File: config.mk
export PLATFORM = sky130hd
export DESIGN_NAME = esc_frame_receiver_pwm_smoother_unit
export DESIGN_NICKNAME = d
export VERILOG_FILES = /design/src/design/efr_pkg.sv /design/src/design/efr_ctrl.sv /design/src/design/efr_datapath.sv /design/src/design/esc_frame_receiver_pwm_smoother_unit.sv
export SDC_FILE = /design/constraint.sdc
export NUM_CORES = 1
export LEC_CHECK = 0
export BUFFER_PORTS_ARGS = -buffer_cell sky130_fd_sc_hd__buf_4
export CELL_PAD_IN_SITES_DETAIL_PLACEMENT = 0
export CELL_PAD_IN_SITES_GLOBAL_PLACEMENT = 2
export CORE_ASPECT_RATIO = 0.75
export CORE_UTILIZATION = 43
export CTS_BUF_LIST = sky130_fd_sc_hd__clkbuf_2 sky130_fd_sc_hd__clkbuf_4 sky130_fd_sc_hd__clkbuf_8
export DETAILED_ROUTE_END_ITERATION = 6
export MAX_ROUTING_LAYER = met4
export PLACE_DENSITY_LB_ADDON = 0.25
export SETUP_SLACK_MARGIN = 0.4
export SYNTH_ARGS = -nofsm -noshare
export SYNTH_HDL_FRONTEND = slang
export SYNTH_HIERARCHICAL = 1
export SYNTH_SLANG_ARGS = --single-unit
File: constraint.sdc
create_clock -name aclk -period 12.81 [get_ports aclk]
set_input_delay 1.281 -clock aclk [delete_from_list [all_inputs] [get_ports aclk]]
set_output_delay 1.281 -clock aclk [all_outputs]
set_load 0.02 [all_outputs]
File: src/design/efr_pkg.sv
// Package with shared types, constants and functions of the framed throttle receiver.
package efr_pkg;

    localparam int NUM_CHANNELS_DEF = 8;

    localparam logic [8:0]  ALPHA_RESET   = 9'd77;
    localparam logic [9:0]  STEP_RESET    = 10'd100;
    localparam logic [15:0] TIMEOUT_RESET = 16'd500;

    localparam logic [7:0]  SYNC_BYTE   = 8'hAA;
    localparam logic [7:0]  CMD_THROTTLE = 8'h01;
    localparam logic [10:0] PULSE_MID   = 11'd1500;
    localparam logic [10:0] PULSE_MIN   = 11'd1000;
    localparam logic [10:0] PULSE_MAX   = 11'd2000;

    localparam logic [1:0] ADDR_ALPHA   = 2'd0;
    localparam logic [1:0] ADDR_STEP    = 2'd1;
    localparam logic [1:0] ADDR_TIMEOUT = 2'd2;

    typedef enum logic [1:0] {
        MODE_BYTE    = 2'd0,
        MODE_APPLY   = 2'd1,
        MODE_CHECK   = 2'd2,
        MODE_TICK    = 2'd3
    } mode_t;

    typedef enum logic [1:0] {
        KIND_FRAME   = 2'd0,
        KIND_PULSE   = 2'd1,
        KIND_TIMEOUT = 2'd2
    } kind_t;

    typedef enum logic [2:0] {
        ST_APPLIED = 3'd0,
        ST_SHORT   = 3'd1,
        ST_HEADER  = 3'd2,
        ST_LENGTH  = 3'd3,
        ST_CRC     = 3'd4,
        ST_IGNORED = 3'd5
    } frame_status_t;

    typedef enum logic [2:0] {
        S_IDLE,
        S_CALC,
        S_MUL,
        S_OUT,
        S_SINGLE
    } state_t;

    typedef struct packed {
        logic [1:0] mode;
        logic [7:0] byte_data;
        logic       end_of_frame;
    } in_item_t;

    typedef struct packed {
        logic [1:0]  kind;
        logic [2:0]  frame_status;
        logic [2:0]  channel;
        logic [10:0] pulse_width;
        logic        timeout_active;
        logic        last;
    } out_item_t;

    // Commands from the controller to the datapath.
    typedef struct packed {
        logic byte_step;
        logic tick;
        logic zero_throttles;
        logic load_channel;
        logic calc_channel;
        logic write_channel;
        logic set_single;
        logic set_timeout_flag;
        logic clr_timeout_flag;
    } dp_cmd_t;

    // Status from the datapath to the controller.
    typedef struct packed {
        logic timed_out;
    } dp_stat_t;

    function automatic logic [7:0] crc_update(input logic [7:0] crc, input logic [7:0] b);
        logic [7:0] c;
        c = crc ^ b;
        for (int k = 0; k < 8; k++) begin
            c = c[7] ? ({c[6:0], 1'b0} ^ 8'h07) : {c[6:0], 1'b0};
        end
        return c;
    endfunction

    function automatic logic [10:0] target_of(input logic [15:0] raw);
        logic signed [15:0] v;
        logic [10:0] r;
        v = raw;
        if (v >= -16'sd100 && v <= 16'sd100) begin
            r = 11'(16'sd1500 + 16'(v * 16'sd5));
        end else if (v < 16'sd1000) begin
            r = PULSE_MIN;
        end else if (v > 16'sd2000) begin
            r = PULSE_MAX;
        end else begin
            r = v[10:0];
        end
        return r;
    endfunction

endpackage

File: src/design/efr_ctrl.sv
// Controller state machine that sequences frame bytes, events and per-channel results.
module efr_ctrl #(
    parameter int NUM_CHANNELS = efr_pkg::NUM_CHANNELS_DEF
) (
    input  logic                  aclk,
    input  logic                  aresetn,
    input  logic                  s_valid,
    output logic                  s_ready,
    input  logic [1:0]            in_mode,
    input  logic                  m_ready,
    output logic                  out_valid,
    output logic [2:0]            chan,
    output efr_pkg::dp_cmd_t      cmd,
    input  efr_pkg::dp_stat_t     stat
);

    efr_pkg::state_t state_reg, state_next;
    logic [2:0] chan_reg, chan_next;

    assign chan = chan_reg;

    always_comb begin
        state_next = state_reg;
        chan_next = chan_reg;
        case (state_reg)
            efr_pkg::S_IDLE: begin
                if (s_valid) begin
                    case (in_mode)
                        efr_pkg::MODE_APPLY: begin
                            state_next = efr_pkg::S_CALC;
                            chan_next = '0;
                        end
                        efr_pkg::MODE_CHECK: begin
                            chan_next = '0;
                            state_next = stat.timed_out ? efr_pkg::S_CALC
                                                        : efr_pkg::S_SINGLE;
                        end
                        default: begin
                        end
                    endcase
                end
            end
            efr_pkg::S_CALC: state_next = efr_pkg::S_MUL;
            efr_pkg::S_MUL:  state_next = efr_pkg::S_OUT;
            efr_pkg::S_OUT: begin
                if (m_ready) begin
                    if (32'(chan_reg) == NUM_CHANNELS - 1) begin
                        state_next = efr_pkg::S_IDLE;
                    end else begin
                        chan_next = chan_reg + 3'd1;
                        state_next = efr_pkg::S_CALC;
                    end
                end
            end
            efr_pkg::S_SINGLE: begin
                if (m_ready) begin
                    state_next = efr_pkg::S_IDLE;
                end
            end
            default: state_next = efr_pkg::S_IDLE;
        endcase
    end

    always_comb begin
        cmd = '0;
        s_ready = 1'b0;
        out_valid = 1'b0;
        case (state_reg)
            efr_pkg::S_IDLE: begin
                s_ready = 1'b1;
                if (s_valid) begin
                    case (in_mode)
                        efr_pkg::MODE_BYTE: begin
                            cmd.byte_step = 1'b1;
                            if (m_ready == 1'b0) begin
                            end
                        end
                        efr_pkg::MODE_APPLY: cmd.clr_timeout_flag = 1'b1;
                        efr_pkg::MODE_CHECK: begin
                            if (stat.timed_out) begin
                                cmd.zero_throttles = 1'b1;
                                cmd.set_timeout_flag = 1'b1;
                            end else begin
                                cmd.set_single = 1'b1;
                            end
                        end
                        default: cmd.tick = 1'b1;
                    endcase
                end
            end
            efr_pkg::S_CALC: cmd.load_channel = 1'b1;
            efr_pkg::S_MUL:  cmd.calc_channel = 1'b1;
            efr_pkg::S_OUT: begin
                out_valid = 1'b1;
                cmd.write_channel = m_ready;
            end
            efr_pkg::S_SINGLE: out_valid = 1'b1;
            default: begin
            end
        endcase
    end

    always_ff @(posedge aclk) begin
        if (!aresetn) begin
            state_reg <= efr_pkg::S_IDLE;
            chan_reg <= '0;
        end else begin
            state_reg <= state_next;
            chan_reg <= chan_next;
        end
    end

    a_chan_range: assert property (@(posedge aclk) disable iff (!aresetn)
        32'(chan_reg) < NUM_CHANNELS) else $error("channel index out of range");
    a_ready_idle: assert property (@(posedge aclk) disable iff (!aresetn)
        s_ready |-> !out_valid) else $error("input taken while result pending");
    a_out_next: assert property (@(posedge aclk) disable iff (!aresetn)
        (state_reg == efr_pkg::S_MUL) |=> (state_reg == efr_pkg::S_OUT))
        else $error("pulse result did not follow computation");

endmodule

File: src/design/efr_datapath.sv
// Datapath with frame parser, throttle stores, timeout timer and the pulse smoothing unit.
module efr_datapath #(
    parameter int NUM_CHANNELS = efr_pkg::NUM_CHANNELS_DEF
) (
    input  logic                  aclk,
    input  logic                  aresetn,
    input  efr_pkg::dp_cmd_t      cmd,
    output efr_pkg::dp_stat_t     stat,
    input  logic [2:0]            chan,
    input  logic [7:0]            byte_data,
    input  logic                  end_of_frame,
    input  logic [8:0]            alpha_q8,
    input  logic [9:0]            max_step_us,
    input  logic [15:0]           timeout_limit,
    output efr_pkg::out_item_t    out_item
);

    localparam logic [15:0] PAY_END = 16'(3 + 2 * NUM_CHANNELS);

    logic [15:0] byte_count_reg;
    logic [7:0]  crc_reg;
    logic        header_ok_reg;
    logic [7:0]  command_reg;
    logic [7:0]  length_reg;
    logic [7:0]  low_hold_reg;
    logic [15:0] shadow_reg [8];
    logic [15:0] throttle_reg [8];
    logic [10:0] filt_reg [8];
    logic [31:0] elapsed_reg;
    logic        to_flag_reg;
    efr_pkg::out_item_t out_reg;

    logic [10:0] tgt_reg, old_reg;
    logic [8:0]  a_reg;
    logic [19:0] prod_next;
    logic [10:0] f_next;

    logic [16:0] len;
    logic [2:0]  status;
    logic        commit;
    logic [15:0] off;

    assign stat.timed_out = elapsed_reg > 32'(timeout_limit);
    assign out_item = out_reg;
    assign len = 17'(byte_count_reg) + 17'd1;
    assign off = byte_count_reg - 16'd3;

    always_comb begin
        commit = 1'b0;
        if (len < 17'd4) begin
            status = efr_pkg::ST_SHORT;
        end else if (!header_ok_reg) begin
            status = efr_pkg::ST_HEADER;
        end else if (17'(length_reg) + 17'd4 > len) begin
            status = efr_pkg::ST_LENGTH;
        end else if (crc_reg != byte_data) begin
            status = efr_pkg::ST_CRC;
        end else if (command_reg == efr_pkg::CMD_THROTTLE
                     && 32'(length_reg) == 2 * NUM_CHANNELS) begin
            status = efr_pkg::ST_APPLIED;
            commit = 1'b1;
        end else begin
            status = efr_pkg::ST_IGNORED;
        end
    end

    // Two products of at most 9 by 11 bits, summed then scaled by 1/256.
    logic [10:0] ema;
    logic [11:0] hi_lim;
    logic [11:0] lo_sum;
    always_comb begin
        prod_next = 20'(a_reg * tgt_reg) + 20'((9'd256 - a_reg) * old_reg);
        ema = prod_next[18:8];
        hi_lim = 12'(old_reg) + 12'(max_step_us);
        lo_sum = 12'(ema) + 12'(max_step_us);
        if (12'(ema) > hi_lim) begin
            f_next = hi_lim > 12'(efr_pkg::PULSE_MAX) ? efr_pkg::PULSE_MAX : hi_lim[10:0];
        end else if (lo_sum < 12'(old_reg)) begin
            f_next = 11'(12'(old_reg) - 12'(max_step_us));
        end else begin
            f_next = ema;
        end
        if (f_next < efr_pkg::PULSE_MIN) begin
            f_next = efr_pkg::PULSE_MIN;
        end
        if (f_next > efr_pkg::PULSE_MAX) begin
            f_next = efr_pkg::PULSE_MAX;
        end
    end

    always_ff @(posedge aclk) begin
        if (!aresetn) begin
            byte_count_reg <= '0;
            crc_reg <= '0;
            header_ok_reg <= 1'b0;
            command_reg <= '0;
            length_reg <= '0;
            low_hold_reg <= '0;
            elapsed_reg <= '0;
            to_flag_reg <= 1'b0;
            for (int i = 0; i < 8; i++) begin
                throttle_reg[i] <= '0;
                filt_reg[i] <= efr_pkg::PULSE_MID;
            end
        end else begin
            if (cmd.byte_step) begin
                if (end_of_frame) begin
                    if (commit) begin
                        for (int i = 0; i < NUM_CHANNELS; i++) begin
                            throttle_reg[i] <= shadow_reg[i];
                        end
                        elapsed_reg <= '0;
                    end
                    byte_count_reg <= '0;
                    crc_reg <= '0;
                    header_ok_reg <= 1'b0;
                    command_reg <= '0;
                    length_reg <= '0;
                    low_hold_reg <= '0;
                end else begin
                    if (byte_count_reg == 16'd0) begin
                        header_ok_reg <= byte_data == efr_pkg::SYNC_BYTE;
                    end else if (byte_count_reg == 16'd1) begin
                        command_reg <= byte_data;
                    end else if (byte_count_reg == 16'd2) begin
                        length_reg <= byte_data;
                    end else if (byte_count_reg < PAY_END && !off[0]) begin
                        low_hold_reg <= byte_data;
                    end
                    crc_reg <= efr_pkg::crc_update(crc_reg, byte_data);
                    if (byte_count_reg != 16'hFFFF) begin
                        byte_count_reg <= byte_count_reg + 16'd1;
                    end
                end
            end
            if (cmd.tick && elapsed_reg != 32'hFFFF_FFFF) begin
                elapsed_reg <= elapsed_reg + 32'd1;
            end
            if (cmd.zero_throttles) begin
                for (int i = 0; i < 8; i++) begin
                    throttle_reg[i] <= '0;
                end
            end
            if (cmd.set_timeout_flag) begin
                to_flag_reg <= 1'b1;
            end else if (cmd.clr_timeout_flag) begin
                to_flag_reg <= 1'b0;
            end
            if (cmd.write_channel) begin
                filt_reg[chan] <= out_reg.pulse_width;
            end
        end
    end

    // Shadow store is written by the frame parser only and needs no reset.
    always_ff @(posedge aclk) begin
        if (cmd.byte_step && !end_of_frame && byte_count_reg >= 16'd3
            && byte_count_reg < PAY_END && off[0]) begin
            shadow_reg[off[3:1]] <= {byte_data, low_hold_reg};
        end
    end

    always_ff @(posedge aclk) begin
        if (cmd.load_channel) begin
            tgt_reg <= efr_pkg::target_of(throttle_reg[chan]);
            old_reg <= filt_reg[chan];
            a_reg <= alpha_q8 > 9'd256 ? 9'd256 : alpha_q8;
        end
        if (cmd.byte_step && end_of_frame) begin
            out_reg <= '{kind: efr_pkg::KIND_FRAME, frame_status: status, channel: 3'd0,
                         pulse_width: 11'd0, timeout_active: 1'b0, last: 1'b1};
        end else if (cmd.set_single) begin
            out_reg <= '{kind: efr_pkg::KIND_TIMEOUT, frame_status: 3'd0, channel: 3'd0,
                         pulse_width: 11'd0, timeout_active: 1'b0, last: 1'b1};
        end else if (cmd.calc_channel) begin
            out_reg <= '{kind: efr_pkg::KIND_PULSE, frame_status: 3'd0, channel: chan,
                         pulse_width: f_next, timeout_active: to_flag_reg,
                         last: 32'(chan) == NUM_CHANNELS - 1};
        end
    end

    a_pulse_range: assert property (@(posedge aclk) disable iff (!aresetn)
        $past(cmd.calc_channel) |-> (out_reg.pulse_width >= efr_pkg::PULSE_MIN
                                     && out_reg.pulse_width <= efr_pkg::PULSE_MAX))
        else $error("pulse out of range");
    a_commit_clear: assert property (@(posedge aclk) disable iff (!aresetn)
        (cmd.byte_step && end_of_frame && commit) |=> elapsed_reg == 32'd0)
        else $error("elapsed time not cleared on commit");
    a_frame_reset: assert property (@(posedge aclk) disable iff (!aresetn)
        (cmd.byte_step && end_of_frame) |=> byte_count_reg == 16'd0 && crc_reg == 8'd0)
        else $error("frame state not cleared at frame end");

endmodule

File: src/design/esc_frame_receiver_pwm_smoother_unit.sv
// Top level of the framed throttle receiver with smoothed pulse outputs.
// The input channel (s_valid, s_ready, s_data) takes one item per handshake:
// a frame byte, an apply event, a timeout check or a millisecond tick.
// The result channel (m_valid, m_ready, m_data) carries frame status,
// channel pulse and timeout status items.
// The last frame byte, or a timeout check that does not fire, gives its status
// item in the cycle after it is taken, and the block waits until that item is
// taken.
// An apply event or a fired timeout gives one pulse item per channel; each
// channel passes in turn through the shared smoothing unit (load, multiply,
// output register), and the output register holds while the receiver stalls.
// While the receiver holds m_ready low the current item stays on m_data and
// no new input item is taken.
// After reset the registers hold their defaults, throttles are zero and
// every filtered pulse is 1500 microseconds.
// The APB port writes the EMA weight, the step limit and the timeout at byte
// addresses 0, 4 and 8 and reads them back.
module esc_frame_receiver_pwm_smoother_unit #(
    parameter int NUM_CHANNELS = efr_pkg::NUM_CHANNELS_DEF
) (
    input  logic                aclk,
    input  logic                aresetn,
    input  logic                s_valid,
    output logic                s_ready,
    input  efr_pkg::in_item_t   s_data,
    output logic                m_valid,
    input  logic                m_ready,
    output efr_pkg::out_item_t  m_data,
    input  logic                psel,
    input  logic                penable,
    input  logic                pwrite,
    input  logic [3:0]          paddr,
    input  logic [31:0]         pwdata,
    output logic [31:0]         prdata,
    output logic                pready
);

    logic [8:0]  alpha_reg;
    logic [9:0]  step_reg;
    logic [15:0] timeout_reg;
    logic        pend_reg;
    logic        ctrl_ready, ctrl_valid;
    logic [2:0]  chan;
    efr_pkg::dp_cmd_t  cmd;
    efr_pkg::dp_stat_t stat;

    assign pready = 1'b1;

    always_ff @(posedge aclk) begin
        if (!aresetn) begin
            alpha_reg <= efr_pkg::ALPHA_RESET;
            step_reg <= efr_pkg::STEP_RESET;
            timeout_reg <= efr_pkg::TIMEOUT_RESET;
        end else if (psel && penable && pwrite) begin
            case (paddr[3:2])
                efr_pkg::ADDR_ALPHA:   alpha_reg <= pwdata[8:0];
                efr_pkg::ADDR_STEP:    step_reg <= pwdata[9:0];
                efr_pkg::ADDR_TIMEOUT: timeout_reg <= pwdata[15:0];
                default: begin
                end
            endcase
        end
    end

    always_comb begin
        case (paddr[3:2])
            efr_pkg::ADDR_ALPHA:   prdata = 32'(alpha_reg);
            efr_pkg::ADDR_STEP:    prdata = 32'(step_reg);
            efr_pkg::ADDR_TIMEOUT: prdata = 32'(timeout_reg);
            default:               prdata = '0;
        endcase
    end

    // A frame status item is pending from the edge after the last frame byte.
    always_ff @(posedge aclk) begin
        if (!aresetn) begin
            pend_reg <= 1'b0;
        end else if (cmd.byte_step && s_data.end_of_frame) begin
            pend_reg <= 1'b1;
        end else if (m_ready) begin
            pend_reg <= 1'b0;
        end
    end

    assign s_ready = ctrl_ready && !pend_reg;
    assign m_valid = ctrl_valid || pend_reg;

    efr_ctrl #(.NUM_CHANNELS(NUM_CHANNELS)) u_ctrl (
        .aclk     (aclk),
        .aresetn  (aresetn),
        .s_valid  (s_valid && !pend_reg),
        .s_ready  (ctrl_ready),
        .in_mode  (s_data.mode),
        .m_ready  (m_ready),
        .out_valid(ctrl_valid),
        .chan     (chan),
        .cmd      (cmd),
        .stat     (stat)
    );

    efr_datapath #(.NUM_CHANNELS(NUM_CHANNELS)) u_dp (
        .aclk         (aclk),
        .aresetn      (aresetn),
        .cmd          (cmd),
        .stat         (stat),
        .chan         (chan),
        .byte_data    (s_data.byte_data),
        .end_of_frame (s_data.end_of_frame),
        .alpha_q8     (alpha_reg),
        .max_step_us  (step_reg),
        .timeout_limit(timeout_reg),
        .out_item     (m_data)
    );

endmodule
### After elaboration in Yosys (flattened, before gate mapping)

Memory sizes are Yosys's and may differ from the RTL's. A register that Yosys moved wholly into a read port is not among the register bits.
Index checks and enable logic that the tools add are counted.

| storage, ports and cells | value |
|---|---|
| word-level logic and storage cells | 275 |
| flip-flop bits (word level) | 165 |
| output and inout bits | 56 |
| memories kept | 3 |
| RAM bits | 344 |

| cells by class | value |
|---|---|
| multiply operators | 3 |
| mux-type cells | 118 |
| $lt $le $gt $ge | 15 |
| equal/unequal tests | 26 |
| bitwise logic cells | 25 |
| $add $sub $neg | 12 |
| reductions and logical operators | 50 |

Memories:

| memory | depth | width | rd ports | clocked after memory_dff | wr ports | RTL line | RTL |
|---|---|---|---|---|---|---|---|
| u_dp.shadow_reg | 8 | 16 | 8 | 0 | 1 | efr_datapath.sv:26 | `logic [15:0] shadow_reg [8];` |
| u_dp.throttle_reg | 8 | 16 | 1 | 1 | 8 | efr_datapath.sv:27 | `logic [15:0] throttle_reg [8];` |
| u_dp.filt_reg | 8 | 11 | 1 | 1 | 8 | efr_datapath.sv:28 | `logic [10:0] filt_reg [8];` |

Operator list:

| cell | count |
|---|---|
| $mux W16 | 18 |
| $mux W32 | 4 |
| $mux W8 | 13 |
| $mux W11 | 9 |
| $mux W3 | 28 |
| $pmux W16 S3 | 1 |
| $mux W21 | 2 |
| $mux W1 | 38 |
| $add A32 B1 Y32 const B | 1 |
| $gt A32 B16 Y1 | 1 |
| $ne A32 B32 Y1 const B | 1 |
| $add A11 B10 Y12 | 2 |
| $not A3 Y3 | 8 |
| $reduce_bool A2 Y1 | 12 |
| $mul A20 B11 Y19 | 1 |
| $add A19 B19 Y19 | 1 |
| $mul A9 B11 Y19 | 1 |
| $mux W19 | 1 |
| $add A16 B1 Y17 const B | 1 |
| $gt A17 B17 Y1 | 1 |
| $lt A17 B3 Y1 const B | 1 |
| $add A16 B1 Y16 const B | 1 |
| $eq A16 B1 Y1 const B | 1 |
| $eq A16 B2 Y1 const B | 1 |
| other kinds (51) | 101 |

### Longest topological paths before layout

Gate-level depths: netlist of the first run.

| depth | value |
|---|---|
| depth in word-level cells | 18 |
| mapped depth | 48 |
| depth with buffers taken out | 45 |

### Hierarchy

Netlist of the first run, hierarchy kept.

Modules (own cells, without submodules):

| module | area each (um^2) | times used | cells an instance |
|---|---|---|---|
| efr_datapath | 30274.0 | 1 | 2890 |
| esc_frame_receiver_pwm_smoother_unit | 1846.8 | 1 | 213 |
| efr_ctrl | 506.7 | 1 | 59 |

### Least setup slack after synthesis of the first run

No wires, ideal clock.

| path | value |
|---|---|
| path type | register to register |
| start | register u_dp.a_reg[5] |
| end | register u_dp.out_reg (netlist bit u_dp/out_item[6]) |
| data arrival time | 10.230 ns |
| cell stages (with the launch flop) | 42 |
| buffers on the path | 1 |
| setup slack | 2.465 ns |
| setup time | 0.115 ns |
| cell sequence | edfxtp_1 or4_1 nor4_1 xnor2_1 clkbuf_1 nand2_1 fa_1 fa_1 inv_1 fa_1 fa_1 fa_1 fa_1 inv_1 fa_1 inv_1 ha_1 a21oi_1 (+6 left out) ha_1 nor2b_1 o21ai_0 nand2b_1 a21o_1 a21o_1 a21oi_1 xnor2_1 ha_1 o211ai_1 o21ai_1 nor2_1 a311oi_1 o22ai_2 nand4b_4 nor2_1 maj3_1 o21a_1 |

| on the way | value |
|---|---|
| longest elaborated chain between the ends | 11 |

Ends and longest elaborated chain:

| item | RTL line | RTL |
|---|---|---|
| start, declared | efr_datapath.sv:34 | `logic [8:0] a_reg;` |
| start signal, assigned | efr_datapath.sv:167 | `a_reg <= alpha_q8 > 9'd256 ? 9'd256 : alpha_q8;` |
| $sub A9 B9 Y10 | efr_datapath.sv:72 | `prod_next = 20'(a_reg * tgt_reg) + 20'((9'd256 - a_reg) * old_reg);` |
| $mul A20 B11 Y19 | efr_datapath.sv:72 |  |
| $add A19 B19 Y19 * | efr_datapath.sv:72 |  |
| $add A11 B10 Y12 | efr_datapath.sv:75 | `lo_sum = 12'(ema) + 12'(max_step_us);` |
| $lt A12 B11 Y1 | efr_datapath.sv:78 | `end else if (lo_sum < 12'(old_reg)) begin` |
| $mux W11 | efr_datapath.sv:78 |  |
| $mux W11 * | efr_datapath.sv:76 | `if (12'(ema) > hi_lim) begin` |
| $lt A11 B10 Y1 | efr_datapath.sv:83 | `if (f_next < efr_pkg::PULSE_MIN) begin` |
| $mux W11 * | efr_datapath.sv:83 |  |
| $gt A11 B11 Y1 | efr_datapath.sv:86 | `if (f_next > efr_pkg::PULSE_MAX) begin` |
| $mux W11 * | efr_datapath.sv:86 |  |
| end signal, assigned | efr_datapath.sv:170 | `out_reg <= '{kind: efr_pkg::KIND_FRAME, frame_status: status, channel: 3'd0,` |
| end signal, assigned | efr_datapath.sv:173 | `out_reg <= '{kind: efr_pkg::KIND_TIMEOUT, frame_status: 3'd0, channel: 3'd0,` |
| end signal, assigned | efr_datapath.sv:176 | `out_reg <= '{kind: efr_pkg::KIND_PULSE, frame_status: 3'd0, channel: chan,` |
| end, declared | efr_datapath.sv:31 | `efr_pkg::out_item_t out_reg;` |

Mark *: on every way between the ends. The rest lies on a longest branch, timed or not.
A chain may end at the register's enable or synchronous reset.

### Final worst setup path of the first run

| path | value |
|---|---|
| start | register u_dp.a_reg[4] |
| end | register u_dp.out_reg (netlist bit u_dp/out_item[6]) |

Same word-level chain as after synthesis.

==> impl_results.md, run 1 <==
* DRT Pass-1 Iters at 5
* Unique cell type count in the Yosys netlist at 108
* Mean number of vias per cell at 5.43
* Share of cells above drive strength 1 at 10.0%
* GP Congestion at 0.905
* First-pass GRT wire length at 139000 microns
* Fin crit share at 92.2%
* Die H at 241 microns
* Layout area overhead at 9.97%
* Gr usage total at 24.4%
* Endpoint, Worst Hold: u_dp/throttle_reg[4][0]
* Drt drc at 0
* Max Used Layer: met4
* DR WL met3 at 5380 microns
* CTS Hold Buffers Added at 0
* Status: completed
* Worst hold path type: reg2reg
* Startpoint types: flop
* Critical Path Most Common Cell: fa_1
* Initial Util at 43.4%
* Post-synth top flop: edfxtp_1
* Area leader, netlist: edfxtp_1
* #FFs+latches synth at 520
* Routed WL per cell at 21.3 microns
* Clk_skew at 0.0435 ns
* Full die area at 77000 sq um
* Hold Fails Final Rpt at 0
* CTS H-Tree Depth at 3
* Total wire length at 90800 microns
* Capturing point of the worst reg2reg path: u_dp/out_item[6]
* Clk sink count at 520
* Post-route ant nets at 0
* Kind of critical path: reg2reg
* Max clock buf depth at 3
* RSZ-0062 raised after global routing: false
* Slowest CP cell: edfxtp_1
* Clock slew at reported path FFs at 0.07 ns
* Worst path max stage delay at 0.60 ns
* Port Buffers at 74
* Tmin final at 11.81 ns
* Mean post-synth cell area at 10.3 sq um
* I/O pins at 110
* Synth async-reset ratio at 0%
* R2r setup slk at 1.0 ns
* DP Worst Slack at 1.10 ns
* Met1 WL at 45500 microns
* Worst Hold Path Cells at 2
* Grt total ovfl at 0
* Setup_tns at 0 ns
* CP delay by family, top: adder cells
* Worst reg2reg path startpoint: u_dp/a_reg[4]
* Slew headroom at 25.2%
* CP required at 13.41 ns
* Worst setup EP type: flop
* Crit path arrival time at 12.41 ns
* Hold_sp: u_dp/shadow_reg[4][0]
* R2R cell count at 41
* Post_cts resized at 0
* Clock buffer count from CTS at 86
* Number of global-route vias before repair at 23078
* Slew at the pin closest to its max-slew limit at 1.12 ns
* Rows at 87
* Largest net degree at the start of global routing at 68
* EDFF count, synth at 314
* Post-CTS Setup Inserts at 0
* Max FO, Critical Path at 11
* Synth top area share at 28.9%
* Yosys warning total at 6
* Max frequency at 0.0847 GHz
* Synth Instances at 3162
* Crit path depth at 41
* Max-Cap Viols at 0
* Iteration-0 DRC Markers at 1928
* Later-pin clock latency in the skew report at 0.72 ns
* Slew Limit Fails at 0
* Initial antenna violation count at 0
* CP Buf/Inv Count at 6
* Area contributors post-synth: edfxtp_1 29%, dfxtp_1 13%, fa_1 11%, ha_1 8.0%, and2_1 3.9%
* Dpl hpwl at 64800 microns
* Clock root buffer: clkbuf_8
* Final setup viols at 0
* Net count, final at 3651
* CTS tree: yes
* Synth Cell Area at 32600 sq um
* Register area share after synthesis at 41.5%
* Setup WS post-layout at 0.999 ns
* WL met2 at 38600 microns
* Die W at 320 microns
* Core Area at 75100 sq um
* Via count at 23160
==> layout make-up <==
type                    count  area [sq um]
inverters                 324          1220
clock inverters            37           282
multi-input cells        2162         17100
well taps                 979          1220
clock buffers             122          1530
fillers                  7000         39200
diodes                      2          5.00
flip-flops and latches    520         13600
repair buffers            123           923
==> logic make-up after synthesis <==
| family | after synthesis | share of synthesized area [%] |
|---|---|---|
| AO/OA/AOI/OAI | 479 | 10.0 |
| XOR/XNOR | 99 | 2.74 |
| other | 2 | 0.0230 |
| multiplexers | 121 | 3.92 |
| adder cells (fa/ha/maj) | 381 | 18.6 |
| flip-flops | 520 | 41.5 |
| AND/OR/NAND/NOR | 1065 | 17.0 |
| buffers and inverters | 495 | 6.24 |
==> cells in the final DEF, fill, tap and decap left out, types with 9 or more instances in the layout <==
cell type and n:
inv_1 322, edfxtp_1 314, nand2_1 264, ha_1 208, dfxtp_1 205, nor2_1 202, and2_1 201, fa_1 172
buf_4 123, o21ai_0 116, mux2i_1 113, clkbuf_8 98, nand2b_1 89, nor2b_1 71, a22oi_1 71, xnor2_1 70
a21oi_1 69, nand3_1 66, and3_1 38, xor2_1 27, nand4_1 25, nor3_1 24, clkbuf_4 24, a21boi_0 22
o21a_1 19, a221oi_1 19, clkinv_1 18, conb_1 17, a21o_1 17, o21ai_1 13, clkinv_2 12, a31oi_1 12
nor4_1 12, o22ai_1 12, a22o_1 10, o211ai_1 10, a211oi_1 9
==> worst register-to-register path: cells and delay by family, from the launching register on <==
family | cells | cell delay (ns)
xor+xnor | 3 | 0.75
flops | 1 | 0.60
simple gates | 9 | 2.19
buf+inv | 6 | 0.67
fa+ha+maj | 11 | 5.12
compound gates | 12 | 2.42
==> per-layer routing <==
metal	vias to the layer above	global-route usage (%)
met3	115	3.97
met5	-	-
met1	11489	35.9
met2	688	35.6
li1	10868	-
met4	0	4.81
==> synthesized netlist by cell type (7+ instances only) <==
cell type    n
inv_1      322
edfxtp_1   314
nand2_1    264
ha_1       208
dfxtp_1    206
nor2_1     206
and2_1     201
fa_1       172
o21ai_0    116
clkbuf_1   114
mux2i_1    113
nand2b_1    91
a22oi_1     71
nor2b_1     71
xnor2_1     70
a21oi_1     69
nand3_1     66
and3_1      38
xor2_1      27
nor3_1      26
buf_4       25
nand4_1     25
a21boi_0    22
a221oi_1    19
o21a_1      19
a21o_1      17
buf_2       15
o21ai_1     13
a31oi_1     12
nor4_1      12
o22ai_1     12
a22o_1      10
nor3b_1     10
o211ai_1    10
a211oi_1     9
o31ai_1      8
buf_1        7
buf_6        7
o21bai_1     7
or2_2        7
==> worst max path at each step <==
stage / from / endpoint / slack [ns]
global placement: u_dp/a_reg[4] / u_dp/out_item[6] / 1.17
detailed placement: u_dp/a_reg[4] / u_dp/out_item[6] / 1.10
global route: u_dp/a_reg[1] / u_dp/out_item[6] / 0.41
CTS: u_dp/a_reg[4] / u_dp/out_item[6] / 1.07
finish: u_dp/a_reg[4] / u_dp/out_item[6] / 1.0
floorplan: u_dp/a_reg[5] / u_dp/out_item[6] / 2.47
==> stage by stage <==
step                      utilization (%)  std cells  instance area (sq um)  hold slack, ns
after global placement               45.4       4108                  34100           0.454
after global routing                 47.8       4267                  35900           0.484
final                                47.8       4269                  35900           0.465
after detailed placement             45.4       4108                  34100           0.459
after floorplan                         -       3177                  32700           0.431
after CTS                            47.8       4267                  35900           0.458
Power of run 1 is left out: the tool's default activity adds up to more than one toggle a clock period on the data nets, which glitch-free logic cannot reach.
==> run 2: changes to the inputs <==
==> constraint.sdc (replaced) <==
create_clock -name aclk -period 11.4 [get_ports aclk]
set_input_delay 1.14 -clock aclk [delete_from_list [all_inputs] [get_ports aclk]]
set_output_delay 1.14 -clock aclk [all_outputs]
set_load 0.02 [all_outputs]
==> impl_results.md, run 2 (synthesis results as in run 1) <==
* Leading cell type in the layout, fill and taps excluded: inv_1 (unchanged)
* Clk sink count at 520 (unchanged)
* Clk_skew at 0.0489 ns (was 0.0435 ns)
* CTS tree: yes (unchanged)
* Grt total ovfl at 0 (unchanged)
* I/O pins at 110 (unchanged)
* CP startpoint: u_dp/a_reg[2] (was u_dp/a_reg[4])
* Max clock buf depth at 3 (unchanged)
* R2R cell count at 43 (was 41)
* Final setup viols at 0 (unchanged)
* Rows at 87 (unchanged)
* Worst setup EP type: flop (unchanged)
* Initial Util at 43.4% (unchanged)
* Tmin final at 10.52 ns (was 11.81 ns)
* Drt drc at 0 (unchanged)
* Port Buffers at 74 (unchanged)
* ANT cells at 0 (was 2)
* Worst path max stage delay at 0.59 ns (was 0.60 ns)
* Hold Fails Final Rpt at 0 (unchanged)
* CTS Hold Buffers Added at 0 (unchanged)
* Die H at 241 microns (unchanged)
* Core Area at 75100 sq um (unchanged)
* Status: completed (unchanged)
* Slew Limit Fails at 0 (unchanged)
* Post-route ant nets at 0 (unchanged)
* GP Congestion at 0.894 (was 0.905)
* Max-Cap Viols at 0 (unchanged)
* Initial antenna violation count at 1 (was 0)
* Clock buffer count from CTS at 82 (was 86)
* Mean number of vias per cell at 5.44 (was 5.43)
* R2r setup slk at 0.88 ns (was 1.0 ns)
* Net count, final at 3677 (was 3651)
* Gr usage total at 24.7% (was 24.4%)
* Die W at 320 microns (unchanged)
* Clock slew at reported path FFs at 0.06 ns (was 0.07 ns)
* Max FO, Critical Path at 8 (was 11)
* Routed WL per cell at 21.4 microns (was 21.3 microns)
* Iteration-0 DRC Markers at 1777 (was 1928)
* CTS H-Tree Depth at 3 (unchanged)
* Via count at 23364 (was 23160)
* Layout area overhead at 11.2% (was 9.97%)
* Slew at the pin closest to its max-slew limit at 1.04 ns (was 1.12 ns)
* Share of cells above drive strength 1 at 11.7% (was 10.0%)
* CP required at 11.93 ns (was 13.41 ns)
* Capturing point of the worst reg2reg path: u_dp/out_item[5] (was u_dp/out_item[6])
* Startpoint types: flop (unchanged)
* Full die area at 77000 sq um (unchanged)
* Worst reg2reg path startpoint: u_dp/a_reg[2] (was u_dp/a_reg[4])
* Largest net degree at the start of global routing at 67 (was 68)
* Crit path arrival time at 11.05 ns (was 12.41 ns)
* Slew headroom at 30.0% (was 25.2%)
* Max frequency at 0.0951 GHz (was 0.0847 GHz)
* Number of global-route vias before repair at 23178 (was 23078)
* RSZ-0062 raised after global routing: false (unchanged)
* First-pass GRT wire length at 141000 microns (was 139000 microns)
* Setup crit end: u_dp/out_item[5] (was u_dp/out_item[6])
* Slowest CP cell: fa_1 (was edfxtp_1)
* Later-pin clock latency in the skew report at 0.69 ns (was 0.72 ns)
* Kind of critical path: reg2reg (unchanged)
* Setup_tns at 0 ns (unchanged)
* Worst hold path type: reg2reg (unchanged)
* Critical Path Most Common Cell: fa_1 (unchanged)
* Fin crit share at 92.3% (was 92.2%)
* Dpl hpwl at 65700 microns (was 64800 microns)
* Total wire length at 91900 microns (was 90800 microns)
* DRT Pass-1 Iters at 5 (unchanged)
* Commonest cells after routing, fill and taps aside: 321 x inv_1, 314 x edfxtp_1, 263 x nand2_1 (was 322 x inv_1, 314 x edfxtp_1, 264 x nand2_1)
* Clock root buffer: clkbuf_8 (unchanged)
run 2: cell count changes in the layout (fill, tap and decap cells not counted), moves of 3 or more:
cell | previous run | this run
buf_4 | 123 | 153
a21oi_1 | 69 | 65
clkinv_1 | 18 | 7
nor2_2 | 4 | 7
a21oi_2 | 4 | 8
o21ai_0 | 116 | 113
clkinv_2 | 12 | 15
run 2: per-layer routing:
| metal | vias to the layer above | share of wire [%] | GRT usage (%) |
|---|---|---|---|
| li1 | 10916 | - | - |
| met3 | 95 | 6.9 | 4.62 |
| met2 | 667 | 42 | 34.6 |
| met5 | - | 0 | - |
| met4 | 0 | 1.1 | 4.60 |
| met1 | 11686 | 50 | 37.0 |
run 2: cell type report:
cell class,count,area [sq um]
repair buffers,153,1150
fillers,6944,38800
flip-flops and latches,520,13600
clock buffers,124,1550
multi-input cells,2162,17300
inverters,324,1220
well taps,979,1220
clock inverters,29,290
run 2: worst min path at each step:
stage,start,end,slack (ns),cells after the start
after CTS,u_dp/shadow_reg[4][2],u_dp/throttle_reg[4][2],0.47,2
after global routing,u_dp/shadow_reg[6][1],u_dp/throttle_reg[6][1],0.48,2
after global placement,u_dp/out_item[19],u_dp/out_item[19],0.45,2
final,u_dp/shadow_reg[6][1],u_dp/throttle_reg[6][1],0.47,2
after detailed placement,u_dp/shadow_reg[4][12],u_dp/throttle_reg[4][12],0.47,2
after floorplan,u_ctrl/chan[0],u_ctrl/chan[0],0.43,1
run 2: timing repair:
action,CTS,global route
endpoints found under the setup margin,7,11
buffers inserted,0,13
pin swaps,0,12
resized for setup,3,32
run 2: stage by stage:
step                      hold slack [ns]  cell area [sq um]  std cells  utilization [%]  worst slack [ns]
after floorplan                     0.431              32700       3177                -              1.06
after global placement              0.452              34200       4125             45.5             0.233
after detailed placement            0.467              34200       4125             45.5             0.181
after CTS                           0.466              36000       4278             48.0             0.401
after global routing                0.484              36300       4291             48.3             0.390
final                               0.467              36300       4291             48.3             0.880
run 2: critical path, delay by kind of cell, from the launching register on:
family                   cells  cell delay, ns
AND/OR/NAND/NOR              8            1.36
adder cells (fa/ha/maj)     10            4.62
flip-flops                   1            0.46
XOR/XNOR                     2            0.33
buffers and inverters        8            1.08
AO/OA/AOI/OAI               15            2.53
Power of run 2 is left out for the same reason.
